### src/rtl/assert_macros.svh
// Assertion helpers shared by the RTL. Both expect clk and rst_n in scope.
`ifndef ASSERT_MACROS_SVH
`define ASSERT_MACROS_SVH

`ifndef NO_ASSERTIONS

// Same-cycle implication
`define SRF_ASSERT_IMP(lbl, ante, cons, msg) \
  lbl: assert property (@(posedge clk) disable iff (!rst_n) (ante) |-> (cons)) \
    else $error(msg);

// Next-cycle implication
`define SRF_ASSERT_NXT(lbl, ante, cons, msg) \
  lbl: assert property (@(posedge clk) disable iff (!rst_n) (ante) |=> (cons)) \
    else $error(msg);

`else

`define SRF_ASSERT_IMP(lbl, ante, cons, msg)

`define SRF_ASSERT_NXT(lbl, ante, cons, msg)

`endif

`endif

### src/rtl/srf_pkg.sv
`default_nettype none

package srf_pkg;

  // Field and state widths
  localparam int BS_W       = 14;
  localparam int POS_W      = 13;
  localparam int RL_W       = 17;
  localparam int SL_W       = 13;
  localparam int MF_W       = 6;
  localparam int PADC_W     = 6;
  localparam int SHOWN_W    = 14;
  localparam int CFG_IDX_W  = 8;
  localparam int CFG_DATA_W = 14;

  // Block geometry limits
  localparam logic [BS_W-1:0]    MIN_BLOCK    = 14'd64;
  localparam logic [BS_W-1:0]    MAX_BLOCK    = 14'd8192;
  localparam logic [MF_W-1:0]    CW_LEN       = 6'd5;
  localparam logic [MF_W-1:0]    MAX_MIN_FREE = 6'd48;
  localparam logic [SHOWN_W-1:0] SEG_LEN_CAP  = 14'd9999;

  // Register indexes
  localparam logic [CFG_IDX_W-1:0] REG_SEGMENTED  = 8'd0;
  localparam logic [CFG_IDX_W-1:0] REG_BLOCK_SIZE = 8'd1;
  localparam logic [CFG_IDX_W-1:0] REG_MIN_FREE   = 8'd2;
  localparam logic [CFG_IDX_W-1:0] REG_PAD_CHAR   = 8'd3;

  // Register reset values
  localparam logic            RST_SEGMENTED  = 1'b1;
  localparam logic [BS_W-1:0] RST_BLOCK_SIZE = 14'd2048;
  localparam logic [MF_W-1:0] RST_MIN_FREE   = 6'd5;
  localparam logic [7:0]      RST_PAD_CHAR   = 8'd32;

  // Segment type digits
  localparam logic [1:0] TYP_WHOLE  = 2'd0;
  localparam logic [1:0] TYP_FIRST  = 2'd1;
  localparam logic [1:0] TYP_MIDDLE = 2'd2;
  localparam logic [1:0] TYP_LAST   = 2'd3;

  localparam logic [7:0] ASCII_ZERO = 8'h30;

  // Decimal place values for the control word length
  localparam logic [SHOWN_W-1:0] PLACE_THOU = 14'd1000;
  localparam logic [SHOWN_W-1:0] PLACE_HUND = 14'd100;
  localparam logic [SHOWN_W-1:0] PLACE_TENS = 14'd10;

  // Command queue (depth must be a power of two)
  localparam int QUEUE_DEPTH = 2;
  localparam int QPTR_W      = $clog2(QUEUE_DEPTH);
  localparam int QCNT_W      = $clog2(QUEUE_DEPTH + 1);

  // Clamped configuration as seen by the datapath
  typedef struct packed {
    logic            seg;
    logic [BS_W-1:0] bs;
    logic [MF_W-1:0] mf;
    logic [7:0]      pad;
  } cfg_t;

  // One classified input transaction, handed from front to back
  typedef struct packed {
    logic               misuse;
    logic [PADC_W-1:0]  pad_cnt;
    logic               cw;
    logic [1:0]         typ;
    logic [SHOWN_W-1:0] shown;
    logic [7:0]         data;
    logic [POS_W-1:0]   pos0;
  } cmd_t;

  typedef struct packed {
    logic full;
    logic empty;
  } q_stat_t;

  // Back-end byte sequencer phases
  typedef enum logic [2:0] {
    PH_PAD,
    PH_TYPE,
    PH_THOU,
    PH_HUND,
    PH_TENS,
    PH_ONES,
    PH_DATA
  } ph_t;

  // One decimal digit of v at the given place (v < 10 * place)
  function automatic logic [3:0] digit_of(input logic [SHOWN_W-1:0] v,
                                          input logic [SHOWN_W-1:0] place);
    logic [3:0] d;
    d = 4'd0;
    for (int j = 1; j <= 9; j++) begin
      if ({4'b0, v} >= 18'(j) * {4'b0, place}) d = 4'(j);
    end
    return d;
  endfunction

endpackage

`default_nettype wire

### src/rtl/srf_in_if.sv
`default_nettype none

interface srf_in_if;
  logic        valid;
  logic        ready;
  logic [7:0]  data_byte;
  logic        record_start;
  logic [16:0] record_length;

  modport source (output valid, output data_byte, output record_start,
                  output record_length, input ready);
  modport sink   (input valid, input data_byte, input record_start,
                  input record_length, output ready);
endinterface

`default_nettype wire

### src/rtl/srf_out_if.sv
`default_nettype none

interface srf_out_if;
  logic       valid;
  logic       ready;
  logic [7:0] out_byte;
  logic       block_done;
  logic       misuse;
  logic       last;

  modport source (output valid, output out_byte, output block_done,
                  output misuse, output last, input ready);
  modport sink   (input valid, input out_byte, input block_done,
                  input misuse, input last, output ready);
endinterface

`default_nettype wire

### src/rtl/srf_cfg_if.sv
`default_nettype none

interface srf_cfg_if;
  logic        valid;
  logic        ready;
  logic [7:0]  index;
  logic [13:0] data;

  modport source (output valid, output index, output data, input ready);
  modport sink   (input valid, input index, input data, output ready);
endinterface

`default_nettype wire

### src/rtl/srf_front.sv
`default_nettype none

module srf_front (
  input  logic             clk,
  input  logic             rst_n,
  srf_in_if.sink           in_ch,
  input  srf_pkg::cfg_t    cfg,
  input  srf_pkg::q_stat_t qs,
  output logic             push,
  output srf_pkg::cmd_t    cmd
);
  import srf_pkg::*;

  logic [POS_W-1:0] block_pos_r, block_pos_nxt;
  logic [RL_W-1:0]  rec_left_r, rec_left_nxt;
  logic [SL_W-1:0]  seg_left_r, seg_left_nxt;
  logic             first_seg_r, first_seg_nxt;

  // Take a transaction whenever the queue has a free slot
  assign in_ch.ready = !qs.full;
  assign push        = in_ch.valid && in_ch.ready;

  // Classify the transaction and work out the record state it leaves behind
  always_comb begin
    logic [POS_W-1:0]   pos0, pos1, p2, pos_after;
    logic [BS_W-1:0]    room0, room1, p3;
    logic [RL_W-1:0]    rl_eff, rl_new;
    logic [SL_W-1:0]    sl_eff, sl_cw, seg_len;
    logic               fs_eff, bad, pad1, pad2, need_cw, split;
    logic [SHOWN_W-1:0] shown_raw;

    pos0    = ({1'b0, block_pos_r} >= cfg.bs) ? '0 : block_pos_r;
    room0   = cfg.bs - {1'b0, pos0};
    bad     = (in_ch.record_start && in_ch.record_length == '0) ||
              (!in_ch.record_start && rec_left_r == '0);
    rl_eff  = in_ch.record_start ? in_ch.record_length : rec_left_r;
    sl_eff  = in_ch.record_start ? '0 : seg_left_r;
    fs_eff  = in_ch.record_start ? 1'b1 : first_seg_r;

    // Block tail padding: new record with too little room, or no room for a
    // control word after a size change
    pad1    = in_ch.record_start && cfg.seg && room0 <= {8'b0, cfg.mf};
    need_cw = cfg.seg && sl_eff == '0;
    pad2    = !pad1 && need_cw && room0 < 14'(CW_LEN + 6'd1);
    pos1    = (pad1 || pad2) ? '0 : pos0;
    room1   = (pad1 || pad2) ? cfg.bs : room0;

    // Segment length and type
    split   = ({1'b0, rl_eff} + 18'(CW_LEN)) > {4'b0, room1};
    seg_len = split ? SL_W'(room1 - 14'(CW_LEN)) : rl_eff[SL_W-1:0];
    shown_raw = {1'b0, seg_len} + 14'(CW_LEN);

    // Position after the last byte of this transaction
    p2        = pos1 + (need_cw ? 13'(CW_LEN) : 13'd0);
    p3        = {1'b0, p2} + 14'd1;
    pos_after = (p3 >= cfg.bs) ? '0 : p3[POS_W-1:0];

    rl_new = rl_eff - 17'd1;
    sl_cw  = need_cw ? seg_len : sl_eff;

    cmd.misuse  = bad;
    cmd.pad_cnt = (pad1 || pad2) ? room0[PADC_W-1:0] : '0;
    cmd.cw      = need_cw;
    cmd.typ     = split ? (fs_eff ? TYP_FIRST : TYP_MIDDLE)
                        : (fs_eff ? TYP_WHOLE : TYP_LAST);
    cmd.shown   = (shown_raw > SEG_LEN_CAP) ? SEG_LEN_CAP : shown_raw;
    cmd.data    = in_ch.data_byte;
    cmd.pos0    = pos0;

    block_pos_nxt = block_pos_r;
    rec_left_nxt  = rec_left_r;
    seg_left_nxt  = seg_left_r;
    first_seg_nxt = first_seg_r;
    if (push) begin
      if (bad) begin
        block_pos_nxt = pos0;
      end else begin
        block_pos_nxt = pos_after;
        rec_left_nxt  = rl_new;
        if (rl_new == '0) begin
          seg_left_nxt  = '0;
          first_seg_nxt = 1'b1;
        end else begin
          seg_left_nxt  = (sl_cw != '0) ? sl_cw - 13'd1 : sl_cw;
          first_seg_nxt = need_cw ? 1'b0 : fs_eff;
        end
      end
    end
  end

  // Record state
  always_ff @(posedge clk) begin
    if (!rst_n) begin
      block_pos_r <= '0;
      rec_left_r  <= '0;
      seg_left_r  <= '0;
      first_seg_r <= 1'b1;
    end else begin
      block_pos_r <= block_pos_nxt;
      rec_left_r  <= rec_left_nxt;
      seg_left_r  <= seg_left_nxt;
      first_seg_r <= first_seg_nxt;
    end
  end

endmodule

`default_nettype wire

### src/rtl/srf_queue.sv
`default_nettype none

module srf_queue (
  input  logic             clk,
  input  logic             rst_n,
  input  logic             push,
  input  srf_pkg::cmd_t    wr_cmd,
  input  logic             pop,
  output srf_pkg::cmd_t    head,
  output srf_pkg::q_stat_t qs
);
  import srf_pkg::*;

  cmd_t              slot_r [QUEUE_DEPTH];
  logic [QPTR_W-1:0] wr_ptr_r, wr_ptr_nxt;
  logic [QPTR_W-1:0] rd_ptr_r, rd_ptr_nxt;
  logic [QCNT_W-1:0] cnt_r, cnt_nxt;

  assign head     = slot_r[rd_ptr_r];
  assign qs.full  = (cnt_r == QCNT_W'(QUEUE_DEPTH));
  assign qs.empty = (cnt_r == '0);

  // Pointer and fill bookkeeping; push and pop may share a cycle
  always_comb begin
    wr_ptr_nxt = push ? wr_ptr_r + 1'b1 : wr_ptr_r;
    rd_ptr_nxt = pop  ? rd_ptr_r + 1'b1 : rd_ptr_r;
    cnt_nxt    = cnt_r + QCNT_W'(push) - QCNT_W'(pop);
  end

  always_ff @(posedge clk) begin
    if (!rst_n) begin
      wr_ptr_r <= '0;
      rd_ptr_r <= '0;
      cnt_r    <= '0;
    end else begin
      wr_ptr_r <= wr_ptr_nxt;
      rd_ptr_r <= rd_ptr_nxt;
      cnt_r    <= cnt_nxt;
    end
  end

  // Entry storage
  always_ff @(posedge clk) begin
    if (push) begin
      slot_r[wr_ptr_r] <= wr_cmd;
    end
  end

endmodule

`default_nettype wire

### src/rtl/srf_back.sv
`default_nettype none

module srf_back (
  input  logic             clk,
  input  logic             rst_n,
  input  srf_pkg::cfg_t    cfg,
  input  srf_pkg::cmd_t    head,
  input  srf_pkg::q_stat_t qs,
  output logic             pop,
  srf_out_if.source        out_ch
);
  import srf_pkg::*;

  ph_t                ph_r, ph_nxt, ph_eff;
  logic [PADC_W-1:0]  pcnt_r, pcnt_nxt;
  logic [POS_W-1:0]   pos_r, pos_nxt;
  logic               first_r, first_nxt;
  logic [SHOWN_W-1:0] rem_r, rem_nxt;
  logic               out_valid_r;
  logic [7:0]         out_byte_r, byte_c;
  logic               done_r, done_c;
  logic               mis_r, mis_c;
  logic               last_r, last_c;
  logic               emit;

  // One byte per cycle while a command waits and the output slot frees up
  assign emit = !qs.empty && (!out_valid_r || out_ch.ready);

  // Skip the pad phase once its count is used up
  always_comb begin
    if (ph_r == PH_PAD && pcnt_r == head.pad_cnt) begin
      ph_eff = head.cw ? PH_TYPE : PH_DATA;
    end else begin
      ph_eff = ph_r;
    end
  end

  // Next phase
  always_comb begin
    ph_nxt   = ph_r;
    pcnt_nxt = pcnt_r;
    if (emit) begin
      if (pop) begin
        ph_nxt   = PH_PAD;
        pcnt_nxt = '0;
      end else begin
        unique case (ph_eff)
          PH_PAD:  pcnt_nxt = pcnt_r + 6'd1;
          PH_TYPE: ph_nxt   = PH_THOU;
          PH_THOU: ph_nxt   = PH_HUND;
          PH_HUND: ph_nxt   = PH_TENS;
          PH_TENS: ph_nxt   = PH_ONES;
          PH_ONES: ph_nxt   = PH_DATA;
          PH_DATA: ph_nxt   = PH_DATA;
          default: ph_nxt   = PH_PAD;
        endcase
      end
    end
  end

  // Byte selection, digit extraction and block position
  always_comb begin
    logic [SHOWN_W-1:0] src, place;
    logic [3:0]         d;
    logic [POS_W-1:0]   cur_pos;
    logic [BS_W-1:0]    pos_inc;

    src   = (ph_eff == PH_THOU) ? head.shown : rem_r;
    place = (ph_eff == PH_THOU) ? PLACE_THOU :
            (ph_eff == PH_HUND) ? PLACE_HUND : PLACE_TENS;
    d     = digit_of(src, place);

    cur_pos = first_r ? head.pos0 : pos_r;
    pos_inc = {1'b0, cur_pos} + 14'd1;

    byte_c  = head.data;
    last_c  = 1'b0;
    mis_c   = 1'b0;
    done_c  = (pos_inc == cfg.bs);
    rem_nxt = rem_r;
    unique case (ph_eff)
      PH_PAD:  byte_c = cfg.pad;
      PH_TYPE: byte_c = ASCII_ZERO + {6'b0, head.typ};
      PH_THOU, PH_HUND, PH_TENS: begin
        byte_c  = ASCII_ZERO + {4'b0, d};
        rem_nxt = src - SHOWN_W'(18'(d) * 18'(place));
      end
      PH_ONES: byte_c = ASCII_ZERO + {4'b0, rem_r[3:0]};
      PH_DATA: begin
        byte_c = head.data;
        last_c = 1'b1;
      end
      default: byte_c = head.data;
    endcase

    // Dropped byte: single flagged result, position untouched
    if (head.misuse) begin
      byte_c = '0;
      done_c = 1'b0;
      mis_c  = 1'b1;
      last_c = 1'b1;
    end

    pop       = emit && last_c;
    pos_nxt   = pos_r;
    first_nxt = first_r;
    if (emit) begin
      first_nxt = pop;
      if (!head.misuse) begin
        pos_nxt = done_c ? '0 : pos_inc[POS_W-1:0];
      end
    end
  end

  // Sequencer and output control
  always_ff @(posedge clk) begin
    if (!rst_n) begin
      ph_r        <= PH_PAD;
      pcnt_r      <= '0;
      pos_r       <= '0;
      first_r     <= 1'b1;
      out_valid_r <= 1'b0;
    end else begin
      ph_r    <= ph_nxt;
      pcnt_r  <= pcnt_nxt;
      pos_r   <= pos_nxt;
      first_r <= first_nxt;
      if (emit) begin
        out_valid_r <= 1'b1;
      end else if (out_ch.ready) begin
        out_valid_r <= 1'b0;
      end
    end
  end

  // Output payload register and digit remainder
  always_ff @(posedge clk) begin
    if (emit) begin
      out_byte_r <= byte_c;
      done_r     <= done_c;
      mis_r      <= mis_c;
      last_r     <= last_c;
      rem_r      <= rem_nxt;
    end
  end

  assign out_ch.valid      = out_valid_r;
  assign out_ch.out_byte   = out_byte_r;
  assign out_ch.block_done = done_r;
  assign out_ch.misuse     = mis_r;
  assign out_ch.last       = last_r;

endmodule

`default_nettype wire

### src/rtl/segmented_record_framer_unit.sv
// Channel   Dir  Handshake             Payload
// in_ch     in   valid / ready         data_byte, record_start, record_length
// out_ch    out  valid / ready         out_byte, block_done, misuse, last
// cfg_ch    in   valid / ready (=1)    index, data
//
// While out_ch is ready, one byte leaves per cycle; the back-end sequencer emits 1 + P + C
// bytes per input transaction, P being block tail padding (0..48) and C 5
// when a control word opens a segment. Plain data streams one per cycle unless stalled.
// Input is taken whenever the two-entry command queue has room, so the front
// runs ahead while the output register is stalled or a burst is in flight.
// Reset is synchronous; all state is in flip-flops, no clearing pass.
`default_nettype none
`include "assert_macros.svh"

module segmented_record_framer_unit (
  input  logic       clk,
  input  logic       rst_n,
  srf_in_if.sink     in_ch,
  srf_out_if.source  out_ch,
  srf_cfg_if.sink    cfg_ch
);
  import srf_pkg::*;

  logic            seg_r;
  logic [BS_W-1:0] bs_r;
  logic [MF_W-1:0] mf_r;
  logic [7:0]      pad_r;
  cfg_t            cfg;
  cmd_t            q_wr_cmd;
  cmd_t            q_head;
  q_stat_t         qs;
  logic            q_push;
  logic            q_pop;

  // Configuration writes are always taken
  assign cfg_ch.ready = 1'b1;

  always_ff @(posedge clk) begin
    if (!rst_n) begin
      seg_r <= RST_SEGMENTED;
      bs_r  <= RST_BLOCK_SIZE;
      mf_r  <= RST_MIN_FREE;
      pad_r <= RST_PAD_CHAR;
    end else if (cfg_ch.valid) begin
      unique case (cfg_ch.index)
        REG_SEGMENTED:  seg_r <= cfg_ch.data[0];
        REG_BLOCK_SIZE: bs_r  <= cfg_ch.data[BS_W-1:0];
        REG_MIN_FREE:   mf_r  <= cfg_ch.data[MF_W-1:0];
        REG_PAD_CHAR:   pad_r <= cfg_ch.data[7:0];
        default: ;
      endcase
    end
  end

  // Clamp block size and threshold to their working ranges
  always_comb begin
    cfg.seg = seg_r;
    cfg.bs  = (bs_r < MIN_BLOCK) ? MIN_BLOCK : (bs_r > MAX_BLOCK) ? MAX_BLOCK : bs_r;
    cfg.mf  = (mf_r < CW_LEN) ? CW_LEN : (mf_r > MAX_MIN_FREE) ? MAX_MIN_FREE : mf_r;
    cfg.pad = pad_r;
  end

  srf_front u_front (
    .clk   (clk),
    .rst_n (rst_n),
    .in_ch (in_ch),
    .cfg   (cfg),
    .qs    (qs),
    .push  (q_push),
    .cmd   (q_wr_cmd)
  );

  srf_queue u_queue (
    .clk    (clk),
    .rst_n  (rst_n),
    .push   (q_push),
    .wr_cmd (q_wr_cmd),
    .pop    (q_pop),
    .head   (q_head),
    .qs     (qs)
  );

  srf_back u_back (
    .clk    (clk),
    .rst_n  (rst_n),
    .cfg    (cfg),
    .head   (q_head),
    .qs     (qs),
    .pop    (q_pop),
    .out_ch (out_ch)
  );

  // A dropped byte gives a lone, flagged, zero result
  `SRF_ASSERT_IMP(a_misuse_shape, out_ch.valid && out_ch.misuse,
                  out_ch.last && !out_ch.block_done && out_ch.out_byte == 8'd0,
                  "misuse result malformed")

  // A taken transaction is queued by the next cycle
  `SRF_ASSERT_NXT(a_push_lands, q_push, !qs.empty, "queued command missing")

  // Queue never pops empty, and its status is consistent whenever it pops
  `SRF_ASSERT_IMP(a_queue_sane, q_pop, !qs.empty && !(qs.full && qs.empty), "queue underflow")

endmodule

`default_nettype wire
### src/flat_wrapper.sv
// flat-port wrapper written by rule: the top's interface ports become plain ports
module segmented_record_framer_unit_flat import srf_pkg::*;
  (clk, rst_n, in_ch_valid, in_ch_data_byte, in_ch_record_start, in_ch_record_length, in_ch_ready, out_ch_valid, out_ch_out_byte, out_ch_block_done, out_ch_misuse, out_ch_last, out_ch_ready, cfg_ch_valid, cfg_ch_index, cfg_ch_data, cfg_ch_ready);
  srf_in_if in_ch_i ();
  srf_out_if out_ch_i ();
  srf_cfg_if cfg_ch_i ();
  input  logic clk;
  input  logic rst_n;
  input wire logic [$bits(in_ch_i.valid)-1:0] in_ch_valid;
  input wire logic [$bits(in_ch_i.data_byte)-1:0] in_ch_data_byte;
  input wire logic [$bits(in_ch_i.record_start)-1:0] in_ch_record_start;
  input wire logic [$bits(in_ch_i.record_length)-1:0] in_ch_record_length;
  output wire logic [$bits(in_ch_i.ready)-1:0] in_ch_ready;
  output wire logic [$bits(out_ch_i.valid)-1:0] out_ch_valid;
  output wire logic [$bits(out_ch_i.out_byte)-1:0] out_ch_out_byte;
  output wire logic [$bits(out_ch_i.block_done)-1:0] out_ch_block_done;
  output wire logic [$bits(out_ch_i.misuse)-1:0] out_ch_misuse;
  output wire logic [$bits(out_ch_i.last)-1:0] out_ch_last;
  input wire logic [$bits(out_ch_i.ready)-1:0] out_ch_ready;
  input wire logic [$bits(cfg_ch_i.valid)-1:0] cfg_ch_valid;
  input wire logic [$bits(cfg_ch_i.index)-1:0] cfg_ch_index;
  input wire logic [$bits(cfg_ch_i.data)-1:0] cfg_ch_data;
  output wire logic [$bits(cfg_ch_i.ready)-1:0] cfg_ch_ready;
  assign in_ch_i.valid = in_ch_valid;
  assign in_ch_i.data_byte = in_ch_data_byte;
  assign in_ch_i.record_start = in_ch_record_start;
  assign in_ch_i.record_length = in_ch_record_length;
  assign in_ch_ready = in_ch_i.ready;
  assign out_ch_valid = out_ch_i.valid;
  assign out_ch_out_byte = out_ch_i.out_byte;
  assign out_ch_block_done = out_ch_i.block_done;
  assign out_ch_misuse = out_ch_i.misuse;
  assign out_ch_last = out_ch_i.last;
  assign out_ch_i.ready = out_ch_ready;
  assign cfg_ch_i.valid = cfg_ch_valid;
  assign cfg_ch_i.index = cfg_ch_index;
  assign cfg_ch_i.data = cfg_ch_data;
  assign cfg_ch_ready = cfg_ch_i.ready;
  segmented_record_framer_unit u_core (.clk(clk), .rst_n(rst_n), .in_ch(in_ch_i), .out_ch(out_ch_i), .cfg_ch(cfg_ch_i));
endmodule
### config.mk
export PLATFORM = sky130hd
export DESIGN_NAME = segmented_record_framer_unit_flat
export DESIGN_NICKNAME = d
export VERILOG_FILES = /design/src/rtl/srf_pkg.sv /design/src/rtl/srf_in_if.sv /design/src/rtl/srf_out_if.sv /design/src/rtl/srf_cfg_if.sv /design/src/rtl/srf_front.sv /design/src/rtl/srf_queue.sv /design/src/rtl/srf_back.sv /design/src/rtl/segmented_record_framer_unit.sv /design/src/flat_wrapper.sv
export VERILOG_INCLUDE_DIRS = /design/src /design/src/rtl
export SDC_FILE = /design/constraint.sdc
export NUM_CORES = 1
export LEC_CHECK = 0
export ABC_AREA = 1
export BUFFER_PORTS_ARGS = -buffer_cell sky130_fd_sc_hd__buf_4
export CORE_ASPECT_RATIO = 1.75
export CORE_UTILIZATION = 65
export CTS_BUF_LIST = sky130_fd_sc_hd__clkbuf_4 sky130_fd_sc_hd__clkbuf_8 sky130_fd_sc_hd__clkbuf_16
export DETAILED_ROUTE_END_ITERATION = 12
export GPL_TIMING_DRIVEN = 1
export HOLD_SLACK_MARGIN = 0.15
export PLACE_DENSITY = 0.83
export SYNTH_ARGS = -nofsm -noshare
export SYNTH_HDL_FRONTEND = slang
export SYNTH_SLANG_ARGS = --single-unit
### constraint.sdc
create_clock -name clk -period 13.1 [get_ports clk]
set_input_delay 2.62 -clock clk [delete_from_list [all_inputs] [get_ports clk]]
set_output_delay 2.62 -clock clk [all_outputs]
set_load 0.05 [all_outputs]
==> metrics, run 1 <==
outcome=finished clean; critical path class=register to register; largest net degree at the start of global routing=50; cells after synthesis=roughly 2,500; VDD IR max=0.152 mV; count of state elements after synthesis=between 200 and 250; count leader, synth=nand2_1; Synth async-reset ratio=0; total CTS buffers=20; CTS tree=yes; leakage=0.00915 uW; Die H=221 um; largest area contributor in the netlist=edfxtp_1; Distinct cells, synth=64; Die X=approximately 130 um; pre-CTS WS=3.10 ns; worst-path maximum fanout=20; insertion delay to the later sink of the worst-skew pair=0.52 ns; ys flop type=edfxtp_1; Vias=17,831; core area=0.0267 sq mm; setup TNS=0 ns; DR WL/cell=approximately 21 um; IO Pins=67; Final Hold Vio Count=0; Worst Skew=0.0171 ns; Synth top area share=0.194; synth cell count leaders=587 x nand2_1, 365 x inv_1, 282 x nor2_1; clk sinks=217; Final WS setup=2.62 ns; total gr overflow=0; pin slew with the least headroom to its limit=around 1.4 ns; Max-Cap Viols=0; port bufs=65; Slew Limit Fails=0; CP required=13.55 ns; # setup viols final=0; slowest stage delay, CP=0.78 ns; clock buffer depth=3; Reg clk slew, reported paths=about 0.06 ns; Post-synth EDFFs=115; drt pass-1 iters=7; CP endpoint kind=register; total wire length=61,200 um; Mapped Area=0.0178 sq mm; clk root buf=clkbuf_16; YS warnings=0; gr usage total=0.439; H-tree depth=1; Hold Buf Count CTS=0; f_max=95.4 MHz; Tmin final=10.48 ns; startpoint types=register; syn_area_per_cell=7.07 sq um; Vias/cell=6.13; post_cts resized=0; fillers=around 2,300; Die Area=0.0280 sq mm; row count=79; HP Class=register to register; most frequent CP cell=nand2_1; DP Wirelength=between 40,000 and 50,000 um; pwr dens=roughly 270 mW/mm^2; CP arrival=10.93 ns; slowest CP cell=nor2_2; Post-DRT Antenna Nets=0; DRC viols=0; Layout area overhead=8.61%; first-pass GRT wire length=91,900 um; ratio of cells with drive above 1 in the final layout=0.0895; GP Congestion=approximately 1.1; Initial Util=0.666; Seq/Total Area, Yosys=0.309; vias in the first global route=17,340; Post-CTS Setup Bufs=0; initial DRC count=~1,700; initial antenna violation count=6; synth top area cells=edfxtp_1 19%, nand2_1 12%, dfxtp_1 11%; final net count=2,785; RSZ-0062 raised after global routing=false; slew margin rel.=0.0644; Final Cycle Share=0.800
-- layer usage --
layer,vias to the layer above,wire [um],share of wire,track usage
met5,-,23,0.00038,0
met4,4,6330,0.10,0.410
met3,357,5540,0.090,0.127
met2,907,29900,0.49,0.766
met1,8229,19500,0.32,0.412
li1,8334,-,-,-
-- sequential cells by signal, indices dropped and copies added (netlist names), 6 cells and up, named ones only --
name	flops
u_core.bs_r	14
u_core.u_front.rec_left_r	17
u_core.u_front.block_pos_r	13
u_core.u_back.rem_r	14
u_core.pad_r	8
u_core.u_queue.slot_r	90
u_core.u_front.seg_left_r	13
u_core.u_back.pcnt_r	6
u_core.u_back.pos_r	13
u_core.mf_r	6
u_core.u_back.out_ch.out_byte	8
-- layout by cell type, fill, tap and decap left out, types with 17 or more instances in the layout --
cell type / instances
nor3_1: 37
o21ai_0: 137
edfxtp_1: 115
nor4_1: 17
nand2_2: 21
buf_4: 85
nand4_1: 54
dfxtp_1: 102
fa_1: 20
nand3_1: 148
nor2_1: 280
clkbuf_16: 23
xor2_1: 70
inv_1: 365
ha_1: 145
xnor2_1: 19
a211oi_1: 19
a21oi_1: 149
nand2_1: 587
-- layout make-up --
cell class | count | area (sq um) | area share
clock inverter | 7 | 91.3 | 0.00473
timing repair buffer | 85 | 638 | 0.0331
sequential | 217 | 5500 | 0.285
inverter | 381 | 1430 | 0.0742
multi-input combinational | 1862 | 10600 | 0.549
tap | 324 | 405 | 0.0210
antenna | 2 | 5.00 | 0.000259
clock buffer | 29 | 639 | 0.0331
-- cells by family (layout without fill, tap and decap cells) --
kind of cell,Yosys count,in the layout,share of synthesized area
buffers and inverters,437,502,0.0974
adders and majority gates,165,165,0.125
muxes,4,4,0.00225
xor gates and xnor gates,89,89,0.0439
AOI/OAI and AO/OA,387,387,0.124
and+or+nand+nor,1210,1210,0.298
DFF,217,217,0.309
other,2,9,0.000423
-- through the flow --
step / hold WS [ns] / power [uW] / instance area, sq um / utilization / instances
6_report: 0.464 / 5130 / 19300 / 0.723 / 2907
2_1_floorplan: 0.426 / 3400 / 17800 / - / 2516
3_5_place_dp: 0.446 / 4280 / 18600 / 0.695 / 2869
4_1_cts: 0.465 / 4940 / 19300 / 0.723 / 2905
3_3_place_gp: 0.435 / 4200 / 18600 / 0.695 / 2869
5_1_grt: 0.486 / 5460 / 19300 / 0.723 / 2906
-- worst max-delay path, delay by kind of cell (launching register included) --
family	cells	cell delay, ns
buffers and inverters	7	1.29
adders and majority gates	5	1.83
and+or+nand+nor	32	4.86
DFF	1	0.36
AOI/OAI and AO/OA	9	1.51
xor gates and xnor gates	2	0.56
-- power breakdown --
group | total [uW] | internal (uW) | leakage [uW] | switching [uW]
sequential | 1080 | 996 | 0.00192 | 82.2
combinational | 3410 | 1020 | 0.00686 | 2390
clock | 648 | 382 | 0.000363 | 267
total | 5130 | 2400 | 0.00915 | 2740
-- path summary, 6_finish.rpt --
path	start	end	slack (ns)	cells after the start
worst max register to register	u_core.bs_r[12]	u_core.u_front.block_pos_r[1]	2.62	55
worst min register to register	u_core.u_back.pos_r[10]	u_core.u_back.pos_r[10]	0.46	2
worst min-delay path	u_core.u_back.pos_r[10]	u_core.u_back.pos_r[10]	0.46	2
worst max-delay path	u_core.bs_r[12]	u_core.u_front.block_pos_r[1]	2.62	55
Power figures use the tool's default switching activity.
==> run 2: changes to the inputs <==
--- a/config.mk
+++ b/config.mk
@@ -6,15 +6,15 @@
 export SDC_FILE = /design/constraint.sdc
 export NUM_CORES = 1
 export LEC_CHECK = 0
-export ABC_AREA = 1
+export ABC_AREA = 0
 export BUFFER_PORTS_ARGS = -buffer_cell sky130_fd_sc_hd__buf_4
 export CORE_ASPECT_RATIO = 1.75
-export CORE_UTILIZATION = 65
+export CORE_UTILIZATION = 58
 export CTS_BUF_LIST = sky130_fd_sc_hd__clkbuf_4 sky130_fd_sc_hd__clkbuf_8 sky130_fd_sc_hd__clkbuf_16
 export DETAILED_ROUTE_END_ITERATION = 12
 export GPL_TIMING_DRIVEN = 1
 export HOLD_SLACK_MARGIN = 0.15
-export PLACE_DENSITY = 0.83
+export PLACE_DENSITY = 0.79
 export SYNTH_ARGS = -nofsm -noshare
 export SYNTH_HDL_FRONTEND = slang
 export SYNTH_SLANG_ARGS = --single-unit
==> constraint.sdc (replaced) <==
create_clock -name clk -period 9.6 [get_ports clk]
set_input_delay 1.92 -clock clk [delete_from_list [all_inputs] [get_ports clk]]
set_output_delay 1.92 -clock clk [all_outputs]
set_load 0.05 [all_outputs]
==> run 2 against run 1 <==
The flow now finishes with violations (negative setup slack). Register-to-register slack got worse by 2.7 ns. Sequential share of layout area is 2.9 points lower. Clock power rose by 35%. Cell area grew 11%. Largest cell class unchanged. Critical path type unchanged. Synthesized cell count shrank 23%. Area after synthesis is 4.7% lower. Count of clock-buffer cells in the layout is the same. Final cell count decreased by 9.8%.
==> metrics, run 2 <==
placed insts=2,533; VDD IR max=0.236 mV; total wire length=around 57,000 um; CP required=a little under 10 ns; DP Area=0.0196 sq mm; fillers=2,089; Max-Cap Viols=0; worst-path maximum fanout=6; largest net degree at the start of global routing=84; Mapped Area=0.0169 sq mm; initial DRC count=1,034; Reg with most FFs=u_core.u_queue.slot_r; Initial Util=0.591; port bufs=65; CTS tree=yes; count leader, synth=nand2_1; critical path class=register to register; most frequent cells in the layout=313 x buf_4, 176 x nand2_1, 148 x nor2_1, 131 x ha_1, 128 x inv_1; clk root buf=clkbuf_16; Vias=16,211; Seq/Total Area, Yosys=0.325; core area=0.0286 sq mm; H-tree depth=1; failing checks=negative setup slack; final net count=roughly 2,400; Reg clk slew, reported paths=~0.070 ns; design area=0.0215 sq mm; DR WL/cell=21.7 um; Logic pwr share=0.653; Post-synth EDFFs=115; IO Pins=67; synth top area cells=edfxtp_1 20%, dfxtp_1 12%, ha_1 11%; outcome=finished, violations left; total gr overflow=0; Die Area=~0.03 sq mm; Post-DRT Antenna Nets=0; RSZ-0062 raised after global routing=true; Vias/cell=6.18; slowest stage delay, CP=roughly 0.55 ns; DRC viols=0; syn_area_per_cell=around 8.8 sq um; Worst Skew=0.0121 ns; clk sinks=around 220; insertion delay to the later sink of the worst-skew pair=0.54 ns; initial antenna violation count=0; clock buffer depth=3; largest area contributor in the netlist=edfxtp_1; Synth top area share=0.204; # setup viols final=5; Final Hold Vio Count=0; total CTS buffers=22; max reg flops=90; first-pass GRT wire length=85,800 um; GP Congestion=about 1; CP arrival=around 10 ns; leakage=0.00909 uW; synth cell count leaders=193 x nand2_1, 167 x nor2_1, 145 x ha_1; Die X=about 130 um; fin cells=~2,600; Slew Limit Fails=0; # diodes=0; slew margin rel.=0.201; Synth async-reset ratio=0; Final WS setup=-0.0634 ns; P_int=3670 uW; CP endpoint kind=register; pin slew with the least headroom to its limit=1.19 ns; slowest CP cell=or4_4; Final Cycle Share=1.01; count of state elements after synthesis=roughly 220; Tmin final=9.66 ns; CP delay by family, top=simple AND/OR/NAND/NOR gates; P_sw=just under 3000 uW; pwr dens=306 mW/mm^2; Worst Path Buf+Inv=11; f_max=a little over 100 MHz; YS warnings=0; ys flop type=edfxtp_1; row count=82; HP Class=register to register; DP Wirelength=around 43,000 um; Distinct cells, synth=90; vias in the first global route=16,100; startpoint types=register; drt pass-1 iters=6; Layout area overhead=26.8%; Sw Ratio=0.443; largest registers=u_core.u_queue.slot_r (90), u_core.u_front.rec_left_r (17); most common cell after layout, fill and taps aside=buf_4; Flop pwr share=0.213; ratio of cells with drive above 1 in the final layout=0.247; Die H=228 um; gr usage total=0.367; Clk pwr share=0.134; cells after synthesis=1,926
## run 2: power groups by stage
stage / combinational, uW / clock [uW] / sequential, uW
after floorplan: 2310 / 0 / 1450
after global placement: 3560 / 0 / 1400
after detailed placement: 3640 / 0 / 1410
after CTS: 3690 / 882 / 1400
after global routing: 4600 / 916 / 1420
final: 4290 / 878 / 1400
## run 2: layout make-up
cell class                      count  area (sq um)  area share
Timing Repair Buffer              335          2620       0.122
Clock buffer                       29           622      0.0290
Clock inverter                     11           123     0.00571
Sequential cell                   217          5500       0.256
Tap cell                          378           473      0.0220
Multi-Input combinational cell   1517         11600       0.542
Inverter                          135           507      0.0236
## run 2: path summary, 6_finish.rpt
path                                              from                            to  slack, ns  depth (start not counted)
worst max register to register         u_core.bs_r[12]  u_core.u_queue.slot_r[1][32]      -0.06                         52
worst min register to register  u_core.u_back.pos_r[5]        u_core.u_back.pos_r[5]       0.46                          2
worst min-delay path            u_core.u_back.pos_r[5]        u_core.u_back.pos_r[5]       0.46                          2
worst max-delay path                   u_core.bs_r[12]  u_core.u_queue.slot_r[1][32]      -0.06                         52
## run 2: through the flow
stage                      util  hold WS, ns  total power (uW)  setup WS [ns]  setup TNS, ns
after global placement    0.683        0.447              4960         0.0130              0
after CTS                 0.710        0.463              5970       0.000791              0
final                     0.750        0.463              6580        -0.0634         -0.200
after detailed placement  0.683        0.454              5050         -0.207          -4.73
after global routing      0.750        0.489              6940         -0.543         -17.65
after floorplan               -        0.433              3760         -0.134          -1.70
## run 2: logic make-up (layout without fill, tap and decap cells)
family | count (synthesis) | count (layout) | share of synthesized area
AND/OR/NAND/NOR | 685 | 685 | 0.201
AO/OA/AOI/OAI | 416 | 416 | 0.164
flip-flops | 217 | 217 | 0.325
buffers and inverters | 197 | 510 | 0.0440
adder cells (fa/ha/maj) | 165 | 165 | 0.131
XOR/XNOR | 136 | 136 | 0.0704
multiplexers | 108 | 108 | 0.0650
other | 2 | 7 | 0.000444
## run 2: what timing repair did
item | CTS | global route
gates cloned | 0 | 0
gates resized for setup | 6 | 174
endpoints found under the setup margin | 40 | 56
setup buffers | 3 | 49
pin swaps | 3 | 63
hold buffers | 0 | 0
## run 2: worst register-to-register path: cells and delay by family, from the launching register on
family	cells	cell delay [ns]
buf+inv	11	1.45
flops	1	0.32
compound gates	17	2.72
fa+ha+maj	4	0.92
xor+xnor	2	0.42
simple gates	17	3.29
mux	1	0.34
## run 2: routing by layer
layer  share of wire  track usage  wire length [um]  vias to the layer above
met5               0            0                 0                        -
met4           0.099        0.323              5640                        0
met3           0.046       0.0358              2600                      288
met2            0.52        0.676             29500                      640
met1            0.34        0.365             19300                     7787
li1                -            -                 -                     7496
==> run 3: changes to the inputs <==
--- a/config.mk
+++ b/config.mk
@@ -7,14 +7,16 @@
 export NUM_CORES = 1
 export LEC_CHECK = 0
 export ABC_AREA = 0
-export BUFFER_PORTS_ARGS = -buffer_cell sky130_fd_sc_hd__buf_4
 export CORE_ASPECT_RATIO = 1.75
-export CORE_UTILIZATION = 58
+export CORE_UTILIZATION = 59
 export CTS_BUF_LIST = sky130_fd_sc_hd__clkbuf_4 sky130_fd_sc_hd__clkbuf_8 sky130_fd_sc_hd__clkbuf_16
 export DETAILED_ROUTE_END_ITERATION = 12
+export DONT_BUFFER_PORTS = 1
 export GPL_TIMING_DRIVEN = 1
 export HOLD_SLACK_MARGIN = 0.15
-export PLACE_DENSITY = 0.79
+export PLACE_DENSITY = 0.78
+export RECOVER_POWER = 100
+export SLEW_MARGIN = 30
 export SYNTH_ARGS = -nofsm -noshare
 export SYNTH_HDL_FRONTEND = slang
 export SYNTH_SLANG_ARGS = --single-unit
==> run 3 against run 2 <==
The flow finishes with violations (max-capacitance violations, max-slew violations, negative setup slack). Sequential power increased by 6%. Hold slack improved by 0.0026 ns. Critical path depth unchanged. Global-route usage increased by 0.56 points. Combinational power decreased by 7.2%. Clock skew increased by 0.0028 ns.
==> metrics, run 3 (synthesis results as in run 2) <==
worst reg2reg path depth=52; failing checks=max-capacitance violations, max-slew violations, negative setup slack; largest net degree at the start of global routing=84; Logic pwr share=0.624; placed insts=2,435; initial DRC count=around 1,200; core area=0.0281 sq mm; initial antenna violation count=0; CP endpoint kind=register; drt pass-1 iters=5; CP required=9.88 ns; max reg flops=90; Pwr Total=6390 uW; P_sw=2870 uW; Reg clk slew, reported paths=roughly 0.070 ns; total wire length=around 56,000 um; CP arrival=around 10 ns; DRC viols=0; Tmin final=9.94 ns; HP Class=register to register; GP Congestion=0.999; Final Core Density=0.741; VDD IR max=between 0.15 and 0.2 mV; Clk pwr share=0.143; gr usage total=0.373; Sw Ratio=0.450; Final Cycle Share=1.04; worst-path maximum fanout=5; Initial Util=0.603; Vias=16,022; DP Wirelength=just over 40,000 um; CTS tree=yes; Final WS setup=-0.337 ns; Crit Reg-Reg Startpoint=u_core.bs_r[12]; most common cell after layout, fill and taps aside=buf_4; total gr overflow=0; Slew Limit Fails=31; Flop pwr share=0.234; insertion delay to the later sink of the worst-skew pair=roughly 0.55 ns; Critical Path Start=u_core.bs_r[12]; P_int=3520 uW; Layout area overhead=22.9%; Die H=226 um; pin slew with the least headroom to its limit=1.94 ns; H-tree depth=1; clk root buf=clkbuf_16; first-pass GRT wire length=82,500 um; row count=81; design area=0.0208 sq mm; largest registers=u_core.u_queue.slot_r (90), u_core.u_front.rec_left_r (17); clk sinks=217; total CTS buffers=22; Hold Path Depth=2; f_max=between 100 and 150 MHz; Max-Cap Viols=2; slew margin rel.=-0.305; clock buffer depth=3; slowest stage delay, CP=0.55 ns; leakage=0.00868 uW; # setup viols final=41; outcome=finished, violations left; final net count=2,350; IO Pins=67; critical path class=register to register; DP Area=0.0188 sq mm; Hold Buf Count CTS=0; DR WL/cell=roughly 22 um; pwr dens=307 mW/mm^2; Die Area=around 0.03 sq mm; fin cells=between 2,000 and 3,000; slowest CP cell=or4_4; RSZ-0062 raised after global routing=true; ratio of cells with drive above 1 in the final layout=0.222; vias in the first global route=between 15,000 and 20,000; Die X=between 100 and 150 um; HP Start=u_core.u_back.pos_r[6]; startpoint types=register; setup TNS=-5.33 ns; Reg with most FFs=u_core.u_queue.slot_r; most frequent cells in the layout=220 x buf_4, 179 x nand2_1, 144 x nor2_1, 127 x inv_1, 126 x ha_1; most frequent CP cell=buf_6; Final Hold Vio Count=0; Vias/cell=6.36; Post-DRT Antenna Nets=0; port bufs=0; Worst Skew=0.0149 ns; # diodes=0
[run 3: layout make-up]
type,instances,area [sq um]
tap,373,467
sequential,217,5500
clock inverter,12,134
fill,2063,7260
timing repair buffer,239,1860
clock buffer,28,637
inverter,135,507
multi-input combinational,1517,11700
[run 3: per-stage QoR]
| stage | setup slack, ns | hold slack [ns] |
|---|---|---|
| after floorplan | -0.134 | 0.433 |
| after global placement | 0.0582 | 0.444 |
| after detailed placement | -0.192 | 0.454 |
| after CTS | 0.000577 | 0.465 |
| after global routing | -0.675 | 0.490 |
| final | -0.337 | 0.466 |
[run 3: power by group through the flow]
stage	clock network [uW]	logic, uW	registers (uW)
floorplan	0	2310	1450
global placement	0	3310	1500
detailed placement	0	3390	1510
CTS	918	3430	1490
global route	955	4280	1510
finish	912	3980	1490
[run 3: what timing repair did]
| action | 4_1_cts | 5_1_grt |
|---|---|---|
| pin swaps | 1 | 50 |
| buffers inserted | 0 | 46 |
| endpoints found under the setup margin | 42 | 54 |
| gates resized for setup | 6 | 176 |
[run 3: final timing paths]
kind / slack (ns) / end
max: -0.34 / u_core.u_queue.slot_r[1][32]
min: 0.47 / u_core.u_back.pos_r[6]
max reg2reg: -0.34 / u_core.u_queue.slot_r[1][32]
min reg2reg: 0.47 / u_core.u_back.pos_r[6]
[run 3: routing by layer]
| metal | vias up | GRT usage | share of wire |
|---|---|---|---|
| li1 | 7300 | - | - |
| met1 | 7636 | 0.369 | 0.33 |
| met4 | 0 | 0.331 | 0.10 |
| met2 | 777 | 0.650 | 0.50 |
| met5 | - | 0 | 0 |
| met3 | 309 | 0.0727 | 0.067 |
[run 3: worst max-delay path: cells and delay by family, from the launching register on]
family	cells	cell delay, ns
and+or+nand+nor	16	3.32
AOI/OAI and AO/OA	17	2.76
buffers and inverters	12	1.57
adders and majority gates	4	1.03
muxes	1	0.34
xor gates and xnor gates	2	0.33
DFF	1	0.32
